$ cat config.mk
export PLATFORM = sky130hd
export DESIGN_NAME = gfw_pix_unit
export DESIGN_NICKNAME = d
export VERILOG_FILES = /design/src/rtl/assert_macros.svh /design/src/rtl/gfw_pkg.sv /design/src/rtl/gfw_pix_unit.sv
export SDC_FILE = /design/constraint.sdc
export NUM_CORES = 1
export LEC_CHECK = 0
export BUFFER_PORTS_ARGS = -buffer_cell sky130_fd_sc_hd__buf_2
export CORE_AREA = 3 3 40 42
export DETAILED_ROUTE_END_ITERATION = 10
export DIE_AREA = 0 0 43 45
export PLACE_DENSITY = 0.52
export SLEW_MARGIN = 25
export SYNTH_ARGS = -nofsm -noshare
export SYNTH_HDL_FRONTEND = slang
export SYNTH_SLANG_ARGS = --single-unit
$ cat constraint.sdc
create_clock -name vclk -period 2
set_clock_uncertainty 0.2 [all_clocks]
set_input_delay 0.1 -clock vclk [all_inputs]
set_output_delay 0.1 -clock vclk [all_outputs]
set_load 0.05 [all_outputs]
$ cat src/rtl/assert_macros.svh
// Assertion macros shared by the frame-buffer writer RTL.
`ifndef ASSERT_MACROS_SVH
`define ASSERT_MACROS_SVH

`ifndef SYNTHESIS
// Checked property, disabled while reset is asserted.
`define GFW_ASSERT(lbl, clk, rstn, prop, msg) \
  lbl: assert property (@(posedge clk) disable iff (!rstn) (prop)) else $error(msg);
// Checked property that also holds during reset.
`define GFW_ASSERT_ALWAYS(lbl, clk, prop, msg) \
  lbl: assert property (@(posedge clk) (prop)) else $error(msg);
`else
`define GFW_ASSERT(lbl, clk, rstn, prop, msg)
`define GFW_ASSERT_ALWAYS(lbl, clk, prop, msg)
`endif

`endif

$ cat src/rtl/gfw_pkg.sv
// Shared types, constants and the 5x7 font table of the frame-buffer writer.
`default_nettype none

package gfw_pkg;

  typedef enum logic [1:0] {
    CMD_CLEAR = 2'd0,
    CMD_PIXEL = 2'd1,
    CMD_CHAR  = 2'd2,
    CMD_READ  = 2'd3
  } cmd_t;

  localparam int STORE_DEPTH = 1024;
  localparam int STORE_AW    = 10;

  localparam logic [7:0] FIRST_CODE = 8'd32;
  localparam logic [7:0] LAST_CODE  = 8'd126;
  localparam int GLYPH_COUNT = 95;
  localparam logic [2:0] LAST_COL = 3'd4;
  localparam logic [2:0] LAST_ROW = 3'd6;

  // Location of one pixel in the frame store.
  typedef struct packed {
    logic                hit;
    logic [STORE_AW-1:0] idx;
    logic [7:0]          mask;
  } pix_loc_t;

  // One entry per printable code, columns left to right, most significant byte first.
  localparam logic [39:0] GLYPH_ROM [GLYPH_COUNT] = '{
    40'h0000000000, 40'h00005F0000, 40'h0007000700,
    40'h147F147F14, 40'h242A7F2A12, 40'h2313086462,
    40'h3649552250, 40'h0005030000, 40'h001C224100,
    40'h0041221C00, 40'h14083E0814, 40'h08083E0808,
    40'h0050300000, 40'h0808080808, 40'h0060600000,
    40'h2010080402, 40'h3E5149453E, 40'h00427F4000,
    40'h4261514946, 40'h2141454B31, 40'h1814127F10,
    40'h2745454539, 40'h3C4A494930, 40'h0171090503,
    40'h3649494936, 40'h064949291E, 40'h0036360000,
    40'h0056360000, 40'h0814224100, 40'h1414141414,
    40'h0041221408, 40'h0201510906, 40'h324979413E,
    40'h7E1111117E, 40'h7F49494936, 40'h3E41414122,
    40'h7F4141221C, 40'h7F49494941, 40'h7F09090901,
    40'h3E4149497A, 40'h7F0808087F, 40'h00417F4100,
    40'h2040413F01, 40'h7F08142241, 40'h7F40404040,
    40'h7F0204027F, 40'h7F0408107F, 40'h3E4141413E,
    40'h7F09090906, 40'h3E4151215E, 40'h7F09192946,
    40'h4649494931, 40'h01017F0101, 40'h3F4040403F,
    40'h1F2040201F, 40'h3F4030403F, 40'h6314081463,
    40'h0304780403, 40'h6151494543, 40'h007F414100,
    40'h0204081020, 40'h0041417F00, 40'h0402010204,
    40'h4040404040, 40'h0003050000, 40'h2054545478,
    40'h7F48444438, 40'h3844444420, 40'h384444487F,
    40'h3854545418, 40'h087E090102, 40'h081454543C,
    40'h7F08040478, 40'h00447D4000, 40'h2040443D00,
    40'h7F10284400, 40'h00417F4000, 40'h7C04780478,
    40'h7C08040478, 40'h3844444438, 40'h7C14141408,
    40'h081414187C, 40'h7C08040408, 40'h4854545420,
    40'h043F444020, 40'h3C4040207C, 40'h1C2040201C,
    40'h3C4030403C, 40'h4428102844, 40'h0C5050503C,
    40'h4464544C44, 40'h0008364100, 40'h00007F0000,
    40'h0041360800, 40'h1008081008
  };

endpackage

`default_nettype wire

$ cat src/rtl/gfw_pix_unit.sv
// Shared pixel address unit: bounds check, byte index and bit mask of one pixel.
`default_nettype none

module gfw_pix_unit
  import gfw_pkg::*;
#(
  parameter int DISP_WIDTH  = 128,
  parameter int DISP_HEIGHT = 64
) (
  input  wire logic [7:0] px,
  input  wire logic [7:0] py,
  output pix_loc_t        loc
);

  localparam logic [8:0]  WIDTH_C  = 9'(DISP_WIDTH);
  localparam logic [8:0]  HEIGHT_C = 9'(DISP_HEIGHT);
  localparam logic [13:0] DEPTH_C  = 14'(STORE_DEPTH);

  logic [13:0] full_idx;
  logic        on_screen;

  // Byte index is page times display width plus column.
  assign full_idx  = 14'(py[7:3]) * 14'(WIDTH_C) + 14'(px);
  assign on_screen = ({1'b0, px} < WIDTH_C) && ({1'b0, py} < HEIGHT_C);

  assign loc.hit  = on_screen && (full_idx < DEPTH_C);
  assign loc.idx  = full_idx[STORE_AW-1:0];
  assign loc.mask = 8'(8'd1 << py[2:0]);

endmodule

`default_nettype wire

# Word level (Yosys, flattened, before mapping)
# Index checks and enable logic that the tools add are counted.
[totals]
latch_bits = 0
rom_bits = 0
output_inout_bits = 19
regBits = 0
mem_bits_rw = 0
n_memories = 0
[classes]
mul = 0
shift = 1
reduce_logical = 2
eq_ne = 0
mux = 0
bitwise_logic = 0
addsub = 1
order_cmp = 3
div = 0
[op_table]
columns = ["op", "n"]
rows = [
  ["$add A12 B8 Y13", 1],
  ["$lt A13 B11 Y1 const B", 1],
  ["$lt A8 B7 Y1 const B", 1],
  ["$lt A8 B8 Y1 const B", 1],
  ["$shl A1 B3 Y8 const A", 1],
  ["$logic_and A1 B1 Y1", 2],
]

# Depth between registers and ports, before layout
# Gate-level depths: netlist of run 1.
[depth]
word_depth = 3
ltp_mapped = 3

# Worst setup path after synthesis of run 1
# No wires, ideal clock.
[synth_path]
path_type = "input port to output port"
startpoint = "input port px[7]"
endpoint = "output port loc[18] (netlist bit)"
path_stages = 3
path_slack_ps = 376
arrival_ps = 1324
path_cell_list = "ha_1 -> and3_1 -> nor4_2"
[synth_rtl]
columns = ["element", "line", "source"]
rows = [
  ["start: declaration", "gfw_pix_unit.sv:10", "input wire logic [7:0] px,"],
  ["end: declaration", "gfw_pix_unit.sv:12", "output pix_loc_t loc"],
]

==> qor.log, run 1 <==
[run_status] outcome finished clean
[critical_path] critical path data arrival time 1.02 ns
[timing] worst slack on hold paths 0.0000220 ns
[drt] drt drc 0
[placement] count of input and output buffers 21
[drt] via count 189
[critical_path] type of element launching the critical path input port
[power_and_ir_drop] share of total power consumed by net switching 74.0%
[yosys] Post-Synthesis Cells 21
[global_route] number of antenna violations at the first check in global routing 0
[global_route] GRT Residual Overflow 0
[timing] final worst-path cycle share 66.0%
[cells_and_area] share of the core filled with cells in the final layout 18.6%
[cells_and_area] area of all sequential standard cells 0 µm²
[placement] routability cong. 0.548
[hold_path] worst min path class in -> out
[timing] RSZ-0062 raised after global routing no
[critical_path] category of the worst setup path capture point output pin
[placement] pre-CTS WS 0.675 ns
[drt] average wire length per cell after detail routing 8.90 µm
[critical_path] critical path data required time 1.70 ns
[cells_and_area] clk_buf instances 0
[cells_and_area] synthesis-to-layout area growth 42.5%
[global_route] via count of the first global-routing pass 151
[power_and_ir_drop] internal power component 22.5 µW
[timing] transition time at the pin with the least slew margin 0.253 ns
[floorplan] total core area 1280 µm²
[power_and_ir_drop] sequential fraction of design power 0%
[floorplan] Die X 43 µm
[yosys] Yosys cell types 11
[timing] Max Slew Vio Count 0
[global_route] maximum number of pins on one net before global-route repair 9
[yosys] count of yosys warnings during synthesis 0
[timing] maximum clock rate 758 MHz
[power_and_ir_drop] proportion of power drawn by the clock network 0%
[cells_and_area] sequential cell count of the final layout 0
[flow_run] # Max-Cap Violations 0
[drt] number of optimization iterations in the first detailed-route pass 1
[power_and_ir_drop] P_sw 63.9 µW
[timing] setup-violating endpoint count in the final report 0
[drt] final WL 445 µm
[yosys] Mapped Area 168 µm²
[global_route] first-pass GRT wire length 614 µm
[floorplan] effective utilization at floorplan 13.0%
[power_and_ir_drop] Leak Pwr 0.000151 µW
[yosys] Net Count, Synth 39
[drt] Detailed Route Iter0 Violations 0
[yosys] fraction of the yosys area taken by sequential cells 0%
[timing] Hold Fails Final Rpt 0
[critical_path] biggest fanout along the worst timing path 2
[power_and_ir_drop] Pwr per Cell Area 361 nW/µm²
[cells_and_area] fraction of final layout cells with drive strength greater than 1 71.4%
[critical_path] crit path kind in -> out
[timing] Min Clock Period, post-route 1.32 ns
[cts] number of cells upsized or downsized after cts 0
[timing] setup slack after layout 0.680 ns
[power_and_ir_drop] power consumption 86.3 µW
[yosys] Avg Synthesized Cell Area 7.98 µm²
[floorplan] I/O pin count 35
[floorplan] standard-cell row count 13
[timing] Setup TNS 0 ns
[floorplan] die extent in y 45 µm
[global_route] global-route usage over all layers 3.73%
[timing] worst slew slack as a fraction of its limit 83.2%
[drt] Via-to-Cell Ratio 3.78
[cells_and_area] number of diodes added for antenna fixing 0
[cts] post-CTS setup buffer count 0
[power_and_ir_drop] highest ir drop seen on vdd 0.0732 mV
[floorplan] DIE AREA 1940 µm²
[drt] DRT antenna net count 0
[power_and_ir_drop] Logic pwr share 100.0%
[cells_and_area] Nets 55
[cts] Post-CTS Hold Fix Bufs 0
cells in the final DEF, fill, tap and decap left out, drive strengths merged:
master  synthesis  layout
nand2           1       1
and3            2       2
ha              2       2
nor3b           3       3
and3b           2       2
nor4            1       1
nor3            1       1
nor2            1       1
xor2            1       1
buf             7      21
metal layers:
| layer | wire length [µm] | up-vias | track usage, % |
|---|---|---|---|
| met4 | 0 | 0 | 0.602 |
| met3 | 76 | 0 | 0.797 |
| met1 | 164 | 79 | 4.76 |
| li1 | - | 97 | - |
| met5 | 0 | - | 0 |
| met2 | 205 | 13 | 6.59 |
metrics by stage:
step	cell area, µm²	instances
after floorplan	168	21
after global placement	239	50
after detailed placement	239	50
after CTS	239	50
after global routing	239	50
final	239	50
path summary, 6_finish.rpt:
path | end | slack, ns | from | depth (start not counted)
worst min-delay path | loc[13] | 0.00002 | px[5] | 0
worst max-delay path | loc[18] | 0.68 | px[7] | 5
power by group through the flow:
stage	clock network (µW)	registers, µW	logic (µW)
2_1_floorplan	0	0	100
3_3_place_gp	0	0	86.9
3_5_place_dp	0	0	86.9
4_1_cts	0	0	87.1
5_1_grt	0	0	91.7
6_report	0	0	86.3
Yosys cell counts, drive strengths merged:
master | instances | area share (%)
and3 | 2 | 8.2
nor3 | 1 | 3.0
xor2 | 1 | 5.2
and3b | 2 | 12
nor4 | 1 | 7.5
nor2 | 1 | 2.2
ha | 2 | 15
buf | 7 | 31
nand2 | 1 | 2.2
nor3b | 3 | 13
cell type report:
class	count	area, µm²
Tap cell	15	18.8
Multi-Input combinational cell	14	115
Fill cell	141	1050
Timing Repair Buffer	21	105
worst max-delay path, stage by stage:
cell and delay, ns:
sky130_fd_sc_hd__buf_2 0.11, sky130_fd_sc_hd__ha_1 0.20, sky130_fd_sc_hd__and3_1 0.19, sky130_fd_sc_hd__nor4_2 0.12
sky130_fd_sc_hd__buf_2 0.30
kinds of logic after synthesis:
| kind of cell | count (synthesis) | share of synthesized area (%) |
|---|---|---|
| xor gates and xnor gates | 1 | 5.22 |
| and+or+nand+nor | 11 | 48.5 |
| adders and majority gates | 2 | 14.9 |
| buffers and inverters | 7 | 31.3 |
No activity file was read; power rests on OpenSTA's default activity.
==> run 2: changes to the inputs <==
- PLACE_DENSITY: 0.52 -> 0.54
- clock period: 2 -> 1.1 ns (I/O delays scaled with it)
==> qor.log, run 2 (synthesis results as in run 1) <==
[global_route] global-route usage over all layers 5.23% [+1.5 points]
[critical_path] cell with the most instances on the worst path sky130_fd_sc_hd__buf_6
[global_route] routing usage on met3 1.20% [+0.40 points]
[floorplan] effective utilization at floorplan 13.0% [unchanged]
[hold_path] worst min path class in -> out
[cells_and_area] area of all sequential standard cells 0 µm² [unchanged]
[cells_and_area] fraction of final layout cells with drive strength greater than 1 94.6% [+23 points]
[cells_and_area] commonest cells after routing, fill and taps aside sky130_fd_sc_hd__buf_2 (16), sky130_fd_sc_hd__buf_6 (4), sky130_fd_sc_hd__nor3b_2 (3), sky130_fd_sc_hd__buf_4 (3), sky130_fd_sc_hd__and3b_2 (2)
[power_and_ir_drop] Pwr per Cell Area 568 nW/µm² [+57%]
[drt] Via-to-Cell Ratio 3.71 [-1.8%]
[critical_path] number of cells on the critical path 5 [unchanged]
[timing] Hold Fails Final Rpt 7 [+7]
[timing] Max Slew Vio Count 0 [unchanged]
[drt] Detailed Route Iter0 Violations 0 [unchanged]
[critical_path] Buf+Inv Stages, Crit Path 2 [unchanged]
[cells_and_area] area used by multi-input combinational logic 183 µm² [+59%]
[placement] count of input and output buffers 21 [unchanged]
[hold_path] Hold Path Stages 0 [unchanged]
[timing] Min Clock Period, post-route 1.05 ns
[critical_path] maximum cell stage delay along the critical path 0.19 ns [-0.11 ns]
[floorplan] Die X 43 µm [unchanged]
[global_route] GRT met1 Usage 5.73% [+0.97 points]
[drt] average wire length per cell after detail routing 10.6 µm [+19%]
[power_and_ir_drop] Leak Pwr 0.000174 µW [+16%]
[power_and_ir_drop] highest ir drop seen on vdd 0.148 mV [+100%]
[floorplan] total core area 1280 µm² [unchanged]
[timing] maximum clock rate 952 MHz
[drt] number of optimization iterations in the first detailed-route pass 1 [unchanged]
[cells_and_area] Finished Cell Area 349 µm² [+46%]
[placement] routability cong. 0.620 [+13%]
[timing] final worst-path cycle share 95.5%
[critical_path] family of cells with the greatest summed delay on the critical path adder cells
[global_route] routing usage on met2 10.2% [+3.6 points]
[timing] setup-violating endpoint count in the final report 0 [unchanged]
[timing] transition time at the pin with the least slew margin 0.250 ns [-0.00358 ns]
[global_route] maximum number of pins on one net before global-route repair 9 [unchanged]
[drt] drt drc 0 [unchanged]
[cells_and_area] number of diodes added for antenna fixing 0 [unchanged]
[placement] number of placed cells counting well taps 52 [+4.0%]
[timing] setup slack after layout 0.0497 ns [-0.631 ns]
[flow_run] # Max-Cap Violations 0 [unchanged]
[cells_and_area] fill count 145 [+2.8%]
[drt] DRT antenna net count 0 [unchanged]
[cells_and_area] Nets 57 [+3.6%]
[timing] worst slack on hold paths -0.0900 ns [-0.0900 ns]
[floorplan] DIE AREA 1940 µm² [unchanged]
[critical_path] launch point of the critical path px[7]
[global_route] GRT Residual Overflow 0 [unchanged]
[critical_path] biggest fanout along the worst timing path 2 [unchanged]
[placement] pre-CTS WS -0.147 ns [-0.823 ns]
[critical_path] CP Cell Sequence buf_6, ha_4, ha_2, xor2_4, buf_6
[cells_and_area] Layout Cells excl Fill 52 [+4.0%]
[global_route] gr busiest metal met2
[critical_path] Crit-path slowest cell sky130_fd_sc_hd__ha_2
[critical_path] category of the worst setup path capture point output pin
[global_route] first-pass GRT wire length 821 µm [+34%]
[critical_path] type of element launching the critical path input port
[cells_and_area] sequential cell count of the final layout 0 [unchanged]
[timing] worst slew slack as a fraction of its limit 83.5% [+0.24 points]
[cells_and_area] clk_buf instances 0 [unchanged]
[critical_path] critical path data required time 0.84 ns [-0.86 ns]
[floorplan] I/O pin count 35 [unchanged]
[cts] post-CTS setup buffer count 0 [unchanged]
[cells_and_area] most frequent standard cell in the layout excluding fill and tap cells sky130_fd_sc_hd__buf_2
[critical_path] critical path data arrival time 0.80 ns [-0.22 ns]
[global_route] via count of the first global-routing pass 177 [+17%]
[global_route] number of antenna violations at the first check in global routing 0 [unchanged]
[floorplan] die extent in y 45 µm [unchanged]
[timing] Setup TNS 0 ns [unchanged]
[placement] dpl cell area 302 µm² [+26%]
[floorplan] standard-cell row count 13 [unchanged]
[drt] via count 193 [+2.1%]
[cells_and_area] synthesis-to-layout area growth 108%
[run_status] violated checks hold timing
[critical_path] CP endpoint loc[17]
[run_status] outcome finished, violations left
[critical_path] crit path kind in -> out
[timing] RSZ-0062 raised after global routing no
[drt] final WL 550 µm [+24%]
-- run 2: stage by stage --
stage          util (%)  power [µW]
2_1_floorplan         -         191
4_1_cts            27.2         200
6_report           27.2         198
3_3_place_gp       23.5         179
5_1_grt            27.2         210
3_5_place_dp       23.5         179
-- run 2: report_power, final --
| group | internal (µW) | switching (µW) | leakage [µW] |
|---|---|---|---|
| Clock | 0 | 0 | 0 |
| Combinational | 69.0 | 129 | 0.000174 |
| Sequential | 0 | 0 | 0 |
-- run 2: how the worst min path moves through the flow --
stage,start,to
floorplan,px[7],loc[18]
global placement,px[2],loc[10]
detailed placement,px[2],loc[10]
CTS,px[2],loc[10]
global route,px[3],loc[11]
finish,px[3],loc[11]
-- run 2: what timing repair did --
item | 4_1_cts | 5_1_grt
pin swaps | 3 | 1
endpoints found under the setup margin | 3 | 1
gates resized for setup | 11 | 0
hold endpoints to repair | 7 | 7
-- run 2: layer usage --
| layer | routed length [µm] | share of wire [%] |
|---|---|---|
| met5 | 0 | 0 |
| met3 | 91 | 17 |
| met4 | 10 | 1.8 |
| met1 | 175 | 32 |
| met2 | 272 | 49 |
-- run 2: area by class of cell --
type	instances	area share [%]
well taps	15	5.38
multi-input cells	14	52.3
repair buffers	23	42.3
